===== src/rtl/core/u16u8_pkg.sv =====
// Shared types, constants and the UTF-8 encoding function of the transcoder.
`default_nettype none

package u16u8_pkg;

   localparam logic [15:0] HIGH_SURR_FIRST = 16'hD800;
   localparam logic [15:0] HIGH_SURR_LAST  = 16'hDBFF;
   localparam logic [15:0] LOW_SURR_FIRST  = 16'hDC00;
   localparam logic [15:0] LOW_SURR_LAST   = 16'hDFFF;
   localparam logic [20:0] SUPP_BASE       = 21'h10000;
   localparam logic [20:0] ONE_BYTE_LIMIT  = 21'h00080;
   localparam logic [20:0] TWO_BYTE_LIMIT  = 21'h00800;
   localparam logic [20:0] THREE_BYTE_LIMIT = 21'h10000;
   localparam logic [7:0]  CONT_PREFIX     = 8'h80;
   localparam logic [7:0]  LEAD2_PREFIX    = 8'hC0;
   localparam logic [7:0]  LEAD3_PREFIX    = 8'hE0;
   localparam logic [7:0]  LEAD4_PREFIX    = 8'hF0;
   localparam logic [5:0]  HIGH_SURR_TAG   = 6'b110110;
   localparam int          MAX_JOB_BYTES   = 6;

   typedef struct packed {
      logic [15:0] code_unit;
      logic        end_of_string;
   } req_type;

   typedef struct packed {
      logic [7:0] out_byte;
      logic       last_of_run;
   } rsp_type;

   // Bytes of one code point, first byte in element 0
   typedef struct packed {
      logic [2:0]      byte_count;
      logic [3:0][7:0] bytes;
   } enc_type;

   // All bytes one input item produces
   typedef struct packed {
      logic [2:0]                    byte_count;
      logic [MAX_JOB_BYTES-1:0][7:0] bytes;
   } job_type;

   function automatic enc_type encode_cp(input logic [20:0] cp);
      enc_type e;
      e = '0;
      if (cp < ONE_BYTE_LIMIT) begin
         e.byte_count = 3'd1;
         e.bytes[0]   = cp[7:0];
      end else if (cp < TWO_BYTE_LIMIT) begin
         e.byte_count = 3'd2;
         e.bytes[0]   = LEAD2_PREFIX | {3'b000, cp[10:6]};
         e.bytes[1]   = CONT_PREFIX | {2'b00, cp[5:0]};
      end else if (cp < THREE_BYTE_LIMIT) begin
         e.byte_count = 3'd3;
         e.bytes[0]   = LEAD3_PREFIX | {4'b0000, cp[15:12]};
         e.bytes[1]   = CONT_PREFIX | {2'b00, cp[11:6]};
         e.bytes[2]   = CONT_PREFIX | {2'b00, cp[5:0]};
      end else begin
         e.byte_count = 3'd4;
         e.bytes[0]   = LEAD4_PREFIX | {5'b00000, cp[20:18]};
         e.bytes[1]   = CONT_PREFIX | {2'b00, cp[17:12]};
         e.bytes[2]   = CONT_PREFIX | {2'b00, cp[11:6]};
         e.bytes[3]   = CONT_PREFIX | {2'b00, cp[5:0]};
      end
      return e;
   endfunction

endpackage

`default_nettype wire


===== src/rtl/core/u16u8_front.sv =====
// Front end: accepts code units, pairs surrogates and builds the byte job.
`default_nettype none

module u16u8_front
   import u16u8_pkg::*;
(
   input  wire logic    clock,
   input  wire logic    reset,
   input  wire logic    req_valid,
   output logic         req_stall,
   input  wire req_type req_data,
   input  wire logic    queue_full,
   output logic         push,
   output job_type      push_job
);

   logic       pend_ff, pend_in;
   logic [9:0] pend_bits_ff, pend_bits_in;
   logic       accept;
   logic       is_high, is_low, emit_cur;
   logic [20:0] pair_cp;
   enc_type    enc_cur, enc_pend, enc_pair;
   job_type    job;

   assign req_stall = queue_full;
   assign accept    = req_valid && !queue_full;

   assign is_high = (req_data.code_unit >= HIGH_SURR_FIRST) &&
                    (req_data.code_unit <= HIGH_SURR_LAST);
   assign is_low  = (req_data.code_unit >= LOW_SURR_FIRST) &&
                    (req_data.code_unit <= LOW_SURR_LAST);
   assign emit_cur = !(is_high && !req_data.end_of_string);

   assign pair_cp  = SUPP_BASE + {1'b0, pend_bits_ff, req_data.code_unit[9:0]};
   assign enc_cur  = encode_cp({5'b00000, req_data.code_unit});
   assign enc_pend = encode_cp({5'b00000, HIGH_SURR_TAG, pend_bits_ff});
   assign enc_pair = encode_cp(pair_cp);

   always_comb begin
      job = '0;
      if (pend_ff && is_low) begin
         job.byte_count  = enc_pair.byte_count;
         job.bytes[3:0]  = enc_pair.bytes;
      end else if (pend_ff) begin
         // flush the waiting surrogate first, then the current unit behind it unless that unit is held
         job.bytes[2:0] = enc_pend.bytes[2:0];
         job.byte_count = enc_pend.byte_count;
         if (emit_cur) begin
            job.bytes[5:3] = enc_cur.bytes[2:0];
            job.byte_count = enc_pend.byte_count + enc_cur.byte_count;
         end
      end else if (emit_cur) begin
         job.bytes[3:0] = enc_cur.bytes;
         job.byte_count = enc_cur.byte_count;
      end
   end

   assign push     = accept && (job.byte_count != 3'd0);
   assign push_job = job;

   always_comb begin
      pend_in      = pend_ff;
      pend_bits_in = pend_bits_ff;
      if (accept) begin
         if (!(pend_ff && is_low) && is_high && !req_data.end_of_string) begin
            pend_in      = 1'b1;
            pend_bits_in = req_data.code_unit[9:0];
         end else begin
            pend_in      = 1'b0;
            pend_bits_in = '0;
         end
      end
   end

   always_ff @(posedge clock) begin
      if (reset) begin
         pend_ff      <= 1'b0;
         pend_bits_ff <= '0;
      end else begin
         pend_ff      <= pend_in;
         pend_bits_ff <= pend_bits_in;
      end
   end

`ifndef NO_ASSERTIONS
   a_eos_clears_pending: assert property (@(posedge clock) disable iff (reset)
      (accept && req_data.end_of_string) |=> !pend_ff)
      else $error("surrogate held after last unit of string");
`endif

endmodule

`default_nettype wire


===== src/rtl/core/u16u8_queue.sv =====
// Short job queue between the front end and the byte serialiser.
`default_nettype none

module u16u8_queue
   import u16u8_pkg::*;
#(
   parameter int DEPTH = 2
) (
   input  wire logic    clock,
   input  wire logic    reset,
   input  wire logic    push,
   input  wire job_type push_job,
   output logic         full,
   input  wire logic    pop,
   output logic         head_valid,
   output job_type      head_job
);

   localparam int PTR_W = $clog2(DEPTH);
   localparam int CNT_W = $clog2(DEPTH + 1);

   job_type            entries_ff [DEPTH];
   logic [PTR_W-1:0]   wr_ptr_ff, wr_ptr_in;
   logic [PTR_W-1:0]   rd_ptr_ff, rd_ptr_in;
   logic [CNT_W-1:0]   count_ff, count_in;

   assign full       = (count_ff == CNT_W'(DEPTH));
   assign head_valid = (count_ff != '0);
   assign head_job   = entries_ff[rd_ptr_ff];

   always_comb begin
      wr_ptr_in = wr_ptr_ff;
      rd_ptr_in = rd_ptr_ff;
      count_in  = count_ff;
      if (push) begin
         wr_ptr_in = (wr_ptr_ff == PTR_W'(DEPTH - 1)) ? '0 : wr_ptr_ff + PTR_W'(1);
      end
      if (pop) begin
         rd_ptr_in = (rd_ptr_ff == PTR_W'(DEPTH - 1)) ? '0 : rd_ptr_ff + PTR_W'(1);
      end
      if (push && !pop) begin
         count_in = count_ff + CNT_W'(1);
      end else if (pop && !push) begin
         count_in = count_ff - CNT_W'(1);
      end
   end

   always_ff @(posedge clock) begin
      if (reset) begin
         wr_ptr_ff <= '0;
         rd_ptr_ff <= '0;
         count_ff  <= '0;
      end else begin
         wr_ptr_ff <= wr_ptr_in;
         rd_ptr_ff <= rd_ptr_in;
         count_ff  <= count_in;
      end
   end

   always_ff @(posedge clock) begin
      if (push) begin
         entries_ff[wr_ptr_ff] <= push_job;
      end
   end

`ifndef NO_ASSERTIONS
   a_no_push_full: assert property (@(posedge clock) disable iff (reset)
      full |-> !push)
      else $error("job pushed into full queue");
   a_no_pop_empty: assert property (@(posedge clock) disable iff (reset)
      pop |-> head_valid)
      else $error("job popped from empty queue");
   a_count_bound: assert property (@(posedge clock) disable iff (reset)
      (count_ff <= CNT_W'(DEPTH)) && ((count_ff == '0) || (head_job.byte_count != 3'd0)))
      else $error("queue count out of range or empty job stored");
`endif

endmodule

`default_nettype wire


===== src/rtl/core/u16u8_back.sv =====
// Back end: sends the bytes of the head job one per cycle while rsp_stall is low, through an output register.
`default_nettype none

module u16u8_back
   import u16u8_pkg::*;
(
   input  wire logic    clock,
   input  wire logic    reset,
   input  wire logic    head_valid,
   input  wire job_type head_job,
   output logic         pop,
   output logic         rsp_valid,
   input  wire logic    rsp_stall,
   output rsp_type      rsp_data
);

   logic       rsp_valid_ff, rsp_valid_in;
   rsp_type    rsp_data_ff, rsp_data_in;
   logic [2:0] idx_ff, idx_in;
   logic       load, is_last;
   logic [7:0] cur_byte;

   assign load    = !rsp_valid_ff || !rsp_stall;
   assign is_last = (idx_ff == head_job.byte_count - 3'd1);
   assign pop     = load && head_valid && is_last;

   always_comb begin
      case (idx_ff)
         3'd0:    cur_byte = head_job.bytes[0];
         3'd1:    cur_byte = head_job.bytes[1];
         3'd2:    cur_byte = head_job.bytes[2];
         3'd3:    cur_byte = head_job.bytes[3];
         3'd4:    cur_byte = head_job.bytes[4];
         3'd5:    cur_byte = head_job.bytes[5];
         default: cur_byte = '0;
      endcase
   end

   always_comb begin
      rsp_valid_in = rsp_valid_ff;
      rsp_data_in  = rsp_data_ff;
      idx_in       = idx_ff;
      if (load) begin
         rsp_valid_in = head_valid;
         if (head_valid) begin
            rsp_data_in.out_byte    = cur_byte;
            rsp_data_in.last_of_run = is_last;
            // advance within the job, restart at the next one
            idx_in = is_last ? 3'd0 : idx_ff + 3'd1;
         end
      end
   end

   always_ff @(posedge clock) begin
      if (reset) begin
         rsp_valid_ff <= 1'b0;
         idx_ff       <= '0;
      end else begin
         rsp_valid_ff <= rsp_valid_in;
         idx_ff       <= idx_in;
      end
   end

   always_ff @(posedge clock) begin
      rsp_data_ff <= rsp_data_in;
   end

   assign rsp_valid = rsp_valid_ff;
   assign rsp_data  = rsp_data_ff;

endmodule

`default_nettype wire


===== src/rtl/core/utf16_to_utf8_transcoder.sv =====
// UTF-16 to UTF-8 transcoder: one code unit in, zero to six UTF-8 bytes out.
// The output gives one byte per cycle while rsp_stall is low; a unit yields
// one byte below 0x80, two below 0x800, three for other single units, four
// for a surrogate pair (on its low half), and three more when a waiting high
// surrogate is flushed; a held high surrogate yields none. The front end
// takes a unit every cycle while the job queue (QUEUE_DEPTH jobs) has room,
// so the sustained rate is set by the byte serialiser.
`default_nettype none

module utf16_to_utf8_transcoder
   import u16u8_pkg::*;
#(
   parameter int QUEUE_DEPTH = 2
) (
   input  wire logic    clock,
   input  wire logic    reset,
   input  wire logic    req_valid,
   output logic         req_stall,
   input  wire req_type req_data,
   output logic         rsp_valid,
   input  wire logic    rsp_stall,
   output rsp_type      rsp_data
);

   logic    queue_full, push, pop, head_valid;
   job_type push_job, head_job;

   u16u8_front u_front (
      .clock      (clock),
      .reset      (reset),
      .req_valid  (req_valid),
      .req_stall  (req_stall),
      .req_data   (req_data),
      .queue_full (queue_full),
      .push       (push),
      .push_job   (push_job)
   );

   u16u8_queue #(
      .DEPTH (QUEUE_DEPTH)
   ) u_queue (
      .clock      (clock),
      .reset      (reset),
      .push       (push),
      .push_job   (push_job),
      .full       (queue_full),
      .pop        (pop),
      .head_valid (head_valid),
      .head_job   (head_job)
   );

   u16u8_back u_back (
      .clock      (clock),
      .reset      (reset),
      .head_valid (head_valid),
      .head_job   (head_job),
      .pop        (pop),
      .rsp_valid  (rsp_valid),
      .rsp_stall  (rsp_stall),
      .rsp_data   (rsp_data)
   );

endmodule

`default_nettype wire

===== config.mk =====
export PLATFORM = sky130hd
export DESIGN_NAME = utf16_to_utf8_transcoder
export DESIGN_NICKNAME = d
export VERILOG_FILES = /design/src/rtl/core/u16u8_pkg.sv /design/src/rtl/core/u16u8_front.sv /design/src/rtl/core/u16u8_queue.sv /design/src/rtl/core/u16u8_back.sv /design/src/rtl/core/utf16_to_utf8_transcoder.sv
export SDC_FILE = /design/constraint.sdc
export NUM_CORES = 1
export LEC_CHECK = 0
export BUFFER_PORTS_ARGS = -buffer_cell sky130_fd_sc_hd__buf_2
export CAP_MARGIN = 20
export CORE_ASPECT_RATIO = 1.5
export CORE_MARGIN = 3
export CORE_UTILIZATION = 45
export DETAILED_ROUTE_END_ITERATION = 8
export GPL_TIMING_DRIVEN = 0
export SYNTH_ARGS = -nofsm -noshare
export SYNTH_HDL_FRONTEND = slang
export SYNTH_SLANG_ARGS = --single-unit

===== constraint.sdc =====
create_clock -name clock -period 11.55 [get_ports clock]
set_clock_uncertainty 0.2 [all_clocks]
set_input_delay 2.31 -clock clock [delete_from_list [all_inputs] [get_ports clock]]
set_output_delay 2.31 -clock clock [all_outputs]
set_load 0.02 [all_outputs]

## Word-level counts from Yosys, hierarchy flattened

Memory sizes are Yosys's and may differ from the RTL's. A register that Yosys moved wholly into a read port is not among the register bits.
Cells that the tools add are included.
Widths: inputs -> output; s select.

- Add/sub/neg operators: 8
- Magnitude comparators: 9
- Equality and inequality tests: 7
- Mux-type cells: 38
- Reductions and logical operators: 25

Operators by type and width:

| kind | number |
|---|---|
| $mux 16 | 6 |
| $mux 32 | 3 |
| $mux 24 | 3 |
| $pmux 8 s6 | 1 |
| $ge 16x16->1 const B | 2 |
| $le 16x16->1 const B | 2 |
| $mux 8 | 4 |
| $mux 27 | 1 |
| $mux 3 | 8 |
| $mux 22 | 1 |
| $add 17x20->21 const A | 1 |
| $lt 21x12->1 const B | 1 |
| $lt 21x17->1 const B | 1 |
| $lt 21x8->1 const B | 1 |
| $lt 16x12->1 const B | 1 |
| $lt 16x8->1 const B | 1 |
| $logic_and 1x1->1 | 12 |
| $mux 10 | 1 |
| $mux 1 | 8 |
| $logic_not 1->1 | 7 |
| $eq 3x2->1 const B | 2 |
| $eq 3x3->1 const B | 2 |
| $mux 2 | 2 |
| $reduce_bool 2->1 | 2 |
| other kinds (13) | 14 |

- Register bits: 28
- RAM bits: 102
- Input bits: 21
- Output and inout bits: 11
- Logic and storage cells: 97
- Memories kept: 1

Memory list:

| memory | depth | bits a word | rd ports | clocked after memory_dff | wr ports | RTL line | text |
|---|---|---|---|---|---|---|---|
| u_queue.entries_ff | 2 | 51 | 1 | 1 | 1 | u16u8_queue.sv:22 | `job_type entries_ff [DEPTH];` |

## Depth between registers and ports, before layout

Gate-level depths: netlist of the first run.

- Depth after elaboration: 14
- Mapped depth: 12
- Gate-level depth less buffers: 9

## Hierarchy

A second synthesis of the first run with hierarchy kept.

- Cell total of the unflattened synthesis: 516
- Area, all modules: 6463.7 um^2

Modules (own cells, without submodules):

| module | times used | cells each | area an instance (um^2) | seq. area each (um^2) |
|---|---|---|---|---|
| u16u8_queue | 1 | 181 | 3880.0 | 3163.0 |
| u16u8_front | 1 | 251 | 1681.6 | 220.2 |
| u16u8_back | 1 | 84 | 902.1 | 350.3 |

## Worst setup path after synthesis of the first run

OpenSTA, ideal clock, no wires.

- Path type: input-to-reg
- Start: input port req_data[15] (netlist bit)
- End: memory u_queue.entries_ff[0][0] (netlist bit), enable pin
- Library setup time: 0.457 ns
- Data arrival time: 5.137 ns
- Data required time: 10.893 ns
- Setup slack: 5.756 ns
- Stages on the path: 4
- Path buffers: 1
- Cell sequence: and4b_1 buf_4 a41oi_1 nor2b_1

- Cells in the longest elaborated chain, start to end: 11
- Elaborated cells between the ends (all ways): 21
- Classes of those cells: add/sub (1); order compare (6); mux (8); reduce/logical (6)

Ends and longest elaborated chain:

| item | RTL line | text |
|---|---|---|
| from (decl) | utf16_to_utf8_transcoder.sv:19 | `input wire req_type req_data,` |
| $lt 16x12->1 | u16u8_pkg.sv:49 | `end else if (cp < TWO_BYTE_LIMIT) begin` |
| $mux 1 | u16u8_pkg.sv:49 |  |
| $mux 3 | u16u8_pkg.sv:46 | `if (cp < ONE_BYTE_LIMIT) begin` |
| $add 2x3->3 | u16u8_front.sv:50 | `job.byte_count = enc_pend.byte_count + enc_cur.byte_count;` |
| $mux 27 | u16u8_front.sv:48 | `if (emit_cur) begin` |
| $mux 3 | u16u8_front.sv:44 | `end else if (pend_ff) begin` |
| $mux 3 * | u16u8_front.sv:41 | `if (pend_ff && is_low) begin` |
| $reduce_bool 3->1 * | u16u8_front.sv:58 | `assign push = accept && (job.byte_count != 3'd0);` |
| $logic_and 1x1->1 * | u16u8_front.sv:58 |  |
| named net push | utf16_to_utf8_transcoder.sv:25 | `logic queue_full, push, pop, head_valid;` |
| $mux 1 * | u16u8_queue.sv:61 | `if (push) begin` |
| $mux 1 (implied by the code) * | u16u8_queue.sv:62 | `entries_ff[wr_ptr_ff] <= push_job;` |
| to (decl) | u16u8_queue.sv:22 |  |

Mark *: on every way through the listed nets, which the timed path passes. The rest lies on a longest branch.

==> impl_metrics.json, run 1 <==
{
  "run_status": "completed",
  "grt_use_met2_pct": 39.6,
  "final_util_pct": 53.5,
  "ys_top_cells_by_area": "edfxtp_1, dfxtp_1, mux4_2, nand2_1, nor2_1",
  "routed_wl_um": 16400,
  "port_buffers": 25,
  "cts_buffers": 17,
  "ir_drop_v": 0.000130,
  "synth_top_area_share_pct": 51.3,
  "drcViolationCount": 0,
  "cts_setup_buffers": 0,
  "diodes": 0,
  "grt_use_met3_pct": 5.34,
  "antenna_found_initial": 0,
  "dr.pass1.iters": 6,
  "relSlewSlack_pct": 32.2,
  "rsz0062_at_grt": "no",
  "powerDensity_mw_per_mm2": 195,
  "max_cap_violations": 0,
  "grt_pass1_vias": 4451,
  "p_leak_nw": 2.35,
  "end_kind": "flip-flop",
  "nets": 576,
  "cts_max_level": 4,
  "avgViaCountPerCell": 6.11,
  "seq_area_frac_synth_pct": 57.9,
  "async_reset_ff_share_pct": 0,
  "start_util_pct": 46.1,
  "yosysUniqueCellTypes": 64,
  "period_needed_ns": 4.45,
  "io_pins": 32,
  "crit_type": "in2reg",
  "syn_nets": 530,
  "cts_tree": "done",
  "ctsHoldBuffers": 0,
  "grt_pass1_wl_um": 25400,
  "min_path_type": "reg2reg",
  "syn2layout_area_growth_pct": 16.1,
  "worstMarginPinSlew_ns": 1.01,
  "top_usage_layer": "met2",
  "worst_setup_path_start_kind": "input port",
  "cts_root_buf": "clkbuf_16",
  "path_max_fanout": 10,
  "die-area_mm2": 0.0149,
  "nFillCells": 1121,
  "synth.yosys.warnings": 0,
  "vias": 4396,
  "clock_sinks": 123,
  "critPathRequiredTime_ns": 11.52,
  "grt_remaining_overflow": 0,
  "cp.arrival_ns": 4.42,
  "ant_nets": 0,
  "max_freq_mhz": 225,
  "setup_violations": 0,
  "drive_gt1_share_pct": 19.1,
  "die_h_um": 148,
  "path_clk_slew_ns": 0.06,
  "cts_buffer_depth": 2,
  "dp_hpwl_um": 12100,
  "yosys.area.top_type": "edfxtp_1",
  "final_hold_viol_count": 0,
  "grt_start_max_net_pins": 29,
  "setup_tns_ns": 0,
  "holdWs_ns": 0.268,
  "ys_ff_latch": 123,
  "core_area_mm2": 0.0131,
  "gp_congestion": 1.03,
  "worstSkewPairLatency_ns": 0.42,
  "track_usage_pct": 23.2,
  "synth-main-ff-cell": "edfxtp_1",
  "die_x_um": 101,
  "cts_resized": 0,
  "routedWlPerCell_um": 22.8,
  "drtIter0Drc": 297,
  "synth_area_mm2": 0.00603,
  "syn_area_per_cell_um2": 12.0,
  "finalCritPeriodShare_pct": 38.5,
  "use_met1_pct": 27.6,
  "rows": 51,
  "slew_violations": 0,
  "synth_edf_count": 103,
  "synthCells": 501
}
[cell type report]
type	instances	area, um^2	share of cell area (%)
Clock buffer	17	425	6.08
Inverter	14	52.6	0.751
Tap cell	159	199	2.84
Timing Repair Buffer	27	173	2.47
Buffer	38	196	2.81
Multi-Input combinational cell	326	2300	32.8
Clock inverter	15	163	2.32
Sequential cell	123	3490	49.9
[cell families after synthesis]
logic type	Yosys count	share of synthesized area, %
AOI/OAI and AO/OA	126	14.7
xor gates and xnor gates	9	1.31
adders and majority gates	8	1.66
buffers and inverters	52	4.13
DFF	123	57.9
muxes	34	8.36
and+or+nand+nor	149	11.9
[synthesized netlist by cell type (8+ instances only)]
| cell type | count |
|---|---|
| o221ai_1 | 8 |
| nand2_1 | 48 |
| edfxtp_1 | 103 |
| ha_1 | 8 |
| nor3_1 | 9 |
| nand3_1 | 11 |
| inv_1 | 14 |
| mux2i_1 | 11 |
| clkbuf_1 | 20 |
| a22oi_1 | 13 |
| nor2_1 | 46 |
| o21ai_0 | 25 |
| mux4_2 | 12 |
| mux2_2 | 11 |
| dfxtp_1 | 20 |
| a21oi_1 | 28 |
[per-layer routing]
layer / vias to the layer above / wire length [um]
met2: 173 / 8610
met1: 2150 / 6470
met4: 0 / 568
met3: 49 / 731
li1: 2024 / -
met5: - / 0
[per-stage QoR]
| stage | cells | worst slack, ns | power (mW) | cell area (um^2) |
|---|---|---|---|---|
| 2_1_floorplan | 501 | 5.76 | 0.764 | 6030 |
| 4_1_cts | 719 | 7.09 | 1.38 | 7000 |
| 3_3_place_gp | 685 | 4.35 | 0.842 | 6360 |
| 3_5_place_dp | 687 | 6.66 | 0.853 | 6410 |
| 5_1_grt | 719 | 6.97 | 1.42 | 7000 |
| 6_report | 719 | 7.10 | 1.37 | 7000 |
[final timing paths]
check / startpoint / endpoint / slack, ns / cells past startpoint
hold / removal: u_back.rsp_valid / u_back.rsp_valid / 0.27 / 2
setup reg to reg: flip-flop / u_queue.count_ff[1] / 8.00 / 11
setup / recovery: req_data[16] / u_queue.entries_ff[0][25] / 7.10 / 7
hold reg to reg: u_back.rsp_valid / u_back.rsp_valid / 0.27 / 2
[registers in the layout (all words and copies together), names as in the netlist, named ones only]
name,count
u_queue.count_ff,2
u_front.pend_ff,1
u_back.idx_ff,3
u_queue.rd_ptr_ff,1
u_queue.entries_ff,94
u_front.pend_bits_ff,10
u_back.rsp_valid,1
u_queue.wr_ptr_ff,1
u_back.rsp_data,9
[power by group]
| group | switching [mW] | internal [mW] |
|---|---|---|
| registers | 0.0209 | 0.566 |
| clock network | 0.204 | 0.321 |
| logic | 0.161 | 0.0926 |
[worst max-delay path, cell delays in order]
cell and delay, ns:
buf_2 0.14, nor4_1 0.75, nand2_1 0.29, clkbuf_1 0.31
nor2_1 0.15, o22ai_1 0.10, o21ai_0 0.37
[cell usage in the layout (no fill, tap or decap), drive strengths merged, types with 12 or more instances in the layout]
| cell type | instances |
|---|---|
| edfxtp | 103 |
| a22oi | 13 |
| nor2 | 47 |
| a21oi | 29 |
| nand2 | 48 |
| mux4 | 12 |
| dfxtp | 20 |
| inv | 19 |
| clkbuf | 38 |
| buf | 44 |
| o21ai | 25 |
(Power assumes the default switching activity.)
==> inputs of run 2 (changes only) <==
clock period = 3.65 ns   (was 11.55 ns; I/O delays follow)
==> run 2 against run 1 <==
Critical path depth rose by 3. Critical endpoint is now u_queue.count_ff[1]. Die area stayed put. Core utilization is 0.36 points higher. Sequential share of layout area is 0.34 points lower. First-iteration DRC count is 24% higher. Flip-flop and latch count is the same. Sequential power rose to 3.2 times the previous value.
==> impl_metrics.json, run 2 (same netlist as run 1, synthesis figures left out) <==
{
  "run_status": "completed",
  "cts_buffers": 17,
  "io_pins": 32,
  "nets": 575,
  "power_frac_comb_pct": 17.9,
  "seqPwrFrac_pct": 41.5,
  "final_util_pct": 53.9,
  "dp_hpwl_um": 12100,
  "max_cap_violations": 0,
  "port_buffers": 25,
  "drive_gt1_share_pct": 18.6,
  "switching_share_pct": 26.5,
  "intPower_mw": 3.29,
  "syn2layout_area_growth_pct": 16.8,
  "setup_violations": 0,
  "ir_drop_v": 0.000348,
  "layout_commonest_cell": "edfxtp_1",
  "final_cell_mix": "edfxtp_1, nand2_1, nor2_1",
  "largest_register": "u_queue.entries_ff",
  "die_h_um": 148,
  "routed_wl_um": 16600,
  "clock_sinks": 123,
  "cts_max_level": 4,
  "end_kind": "flip-flop",
  "gp_congestion": 1.03,
  "die-area_mm2": 0.0149,
  "slew_violations": 0,
  "die_x_um": 101,
  "critPathRequiredTime_ns": 3.78,
  "p_leak_nw": 2.36,
  "min_delay_path_depth": 2,
  "finalCritPeriodShare_pct": 87.8,
  "path_max_fanout": 19,
  "cp.arrival_ns": 3.34,
  "max_freq_mhz": 312,
  "dr.pass1.iters": 6,
  "grt_start_max_net_pins": 39,
  "cts_tree": "done",
  "track_usage_pct": 23.6,
  "cts_root_buf": "clkbuf_16",
  "ant_nets": 0,
  "diodes": 0,
  "routedWlPerCell_um": 23.1,
  "path_clk_slew_ns": 0.06,
  "setup_tns_ns": 0,
  "final_hold_viol_count": 0,
  "relSlewSlack_pct": 29.3,
  "reg2reg_depth": 10,
  "antenna_found_initial": 0,
  "drcViolationCount": 0,
  "drtIter0Drc": 368,
  "rsz0062_at_grt": "no",
  "grt_pass1_wl_um": 25900,
  "largest_reg_flops": 94,
  "switching_power_mw": 1.19,
  "min-delay-start": "u_back.rsp_valid",
  "crit_type": "reg2reg",
  "cts_buffer_depth": 2,
  "powerDensity_mw_per_mm2": 635,
  "p_clk_share_pct": 40.6,
  "r2r_slack_ns": 0.44,
  "vias": 4419,
  "worstMarginPinSlew_ns": 1.06,
  "holdWs_ns": 0.284,
  "r2r_end": "u_queue.count_ff[1]",
  "rows": 51,
  "period_needed_ns": 3.21,
  "cts_setup_buffers": 0,
  "grt_remaining_overflow": 0,
  "grt_pass1_vias": 4518,
  "worst_setup_path_start_kind": "flip-flop",
  "core_area_mm2": 0.0131,
  "min_path_type": "reg2reg",
  "worstSkewPairLatency_ns": 0.41,
  "hold_end": "u_back.rsp_valid",
  "start_util_pct": 46.1,
  "avgViaCountPerCell": 6.15
}
-- run 2: worst max path at each step --
| stage | start | depth (start not counted) | slack [ns] | to |
|---|---|---|---|---|
| after floorplan | req_data[15] | 4 | 0.32 | u_queue.entries_ff[0][0] |
| after global placement | req_data[14] | 5 | -0.61 | u_queue.entries_ff[0][13] |
| after detailed placement | flip-flop | 11 | 0.004 | u_queue.count_ff[1] |
| after CTS | flip-flop | 11 | 0.11 | u_queue.count_ff[1] |
| after global routing | flip-flop | 11 | 0.17 | u_queue.count_ff[1] |
| final | flip-flop | 10 | 0.44 | u_queue.count_ff[1] |
-- run 2: what timing repair did --
action                     4_1_cts  5_1_grt
resized for setup                1        0
setup endpoints to repair        1        1
hold buffers                     0        0
-- run 2: per-stage QoR --
step | area (um^2) | setup WS (ns) | std cells | power, mW
after global routing | 7050 | 0.174 | 718 | 4.65
after detailed placement | 6400 | 0.00389 | 687 | 2.70
after global placement | 6360 | -0.606 | 685 | 2.66
after CTS | 7050 | 0.113 | 719 | 4.52
final | 7050 | 0.445 | 718 | 4.48
after floorplan | 6030 | 0.316 | 501 | 2.41
-- run 2: per-layer routing --
layer / global-route usage (%) / part of all wire [%]
met1: 28.7 / 39
met2: 39.6 / 51
met3: 3.78 / 4.6
met4: 12.9 / 4.9
met5: 0.350 / 0
-- run 2: area by class of cell --
type | count | area (um^2)
Fill cell | 1102 | 6030
Sequential cell | 123 | 3490
Multi-Input combinational cell | 326 | 2300
Clock buffer | 17 | 425
Clock inverter | 15 | 220
Tap cell | 159 | 199
Buffer | 37 | 194
Timing Repair Buffer | 27 | 165
Inverter | 14 | 52.6
-- run 2: power by group through the flow --
stage | logic [mW] | clock network [mW] | registers (mW)
after floorplan | 0.465 | 0 | 1.95
after global placement | 0.775 | 0 | 1.89
after detailed placement | 0.810 | 0 | 1.89
after CTS | 0.816 | 1.85 | 1.86
after global routing | 0.869 | 1.91 | 1.88
final | 0.800 | 1.82 | 1.86
-- run 2: critical path: stages (launching register included) --
cell and delay, ns:
dfxtp_1 0.31, clkbuf_1 0.36, buf_4 0.42, mux2i_1 0.24
ha_1 0.18, xnor2_1 0.08, xnor2_1 0.22, nand4_1 0.21
ha_1 0.41, or3_1 0.35, a21oi_1 0.15
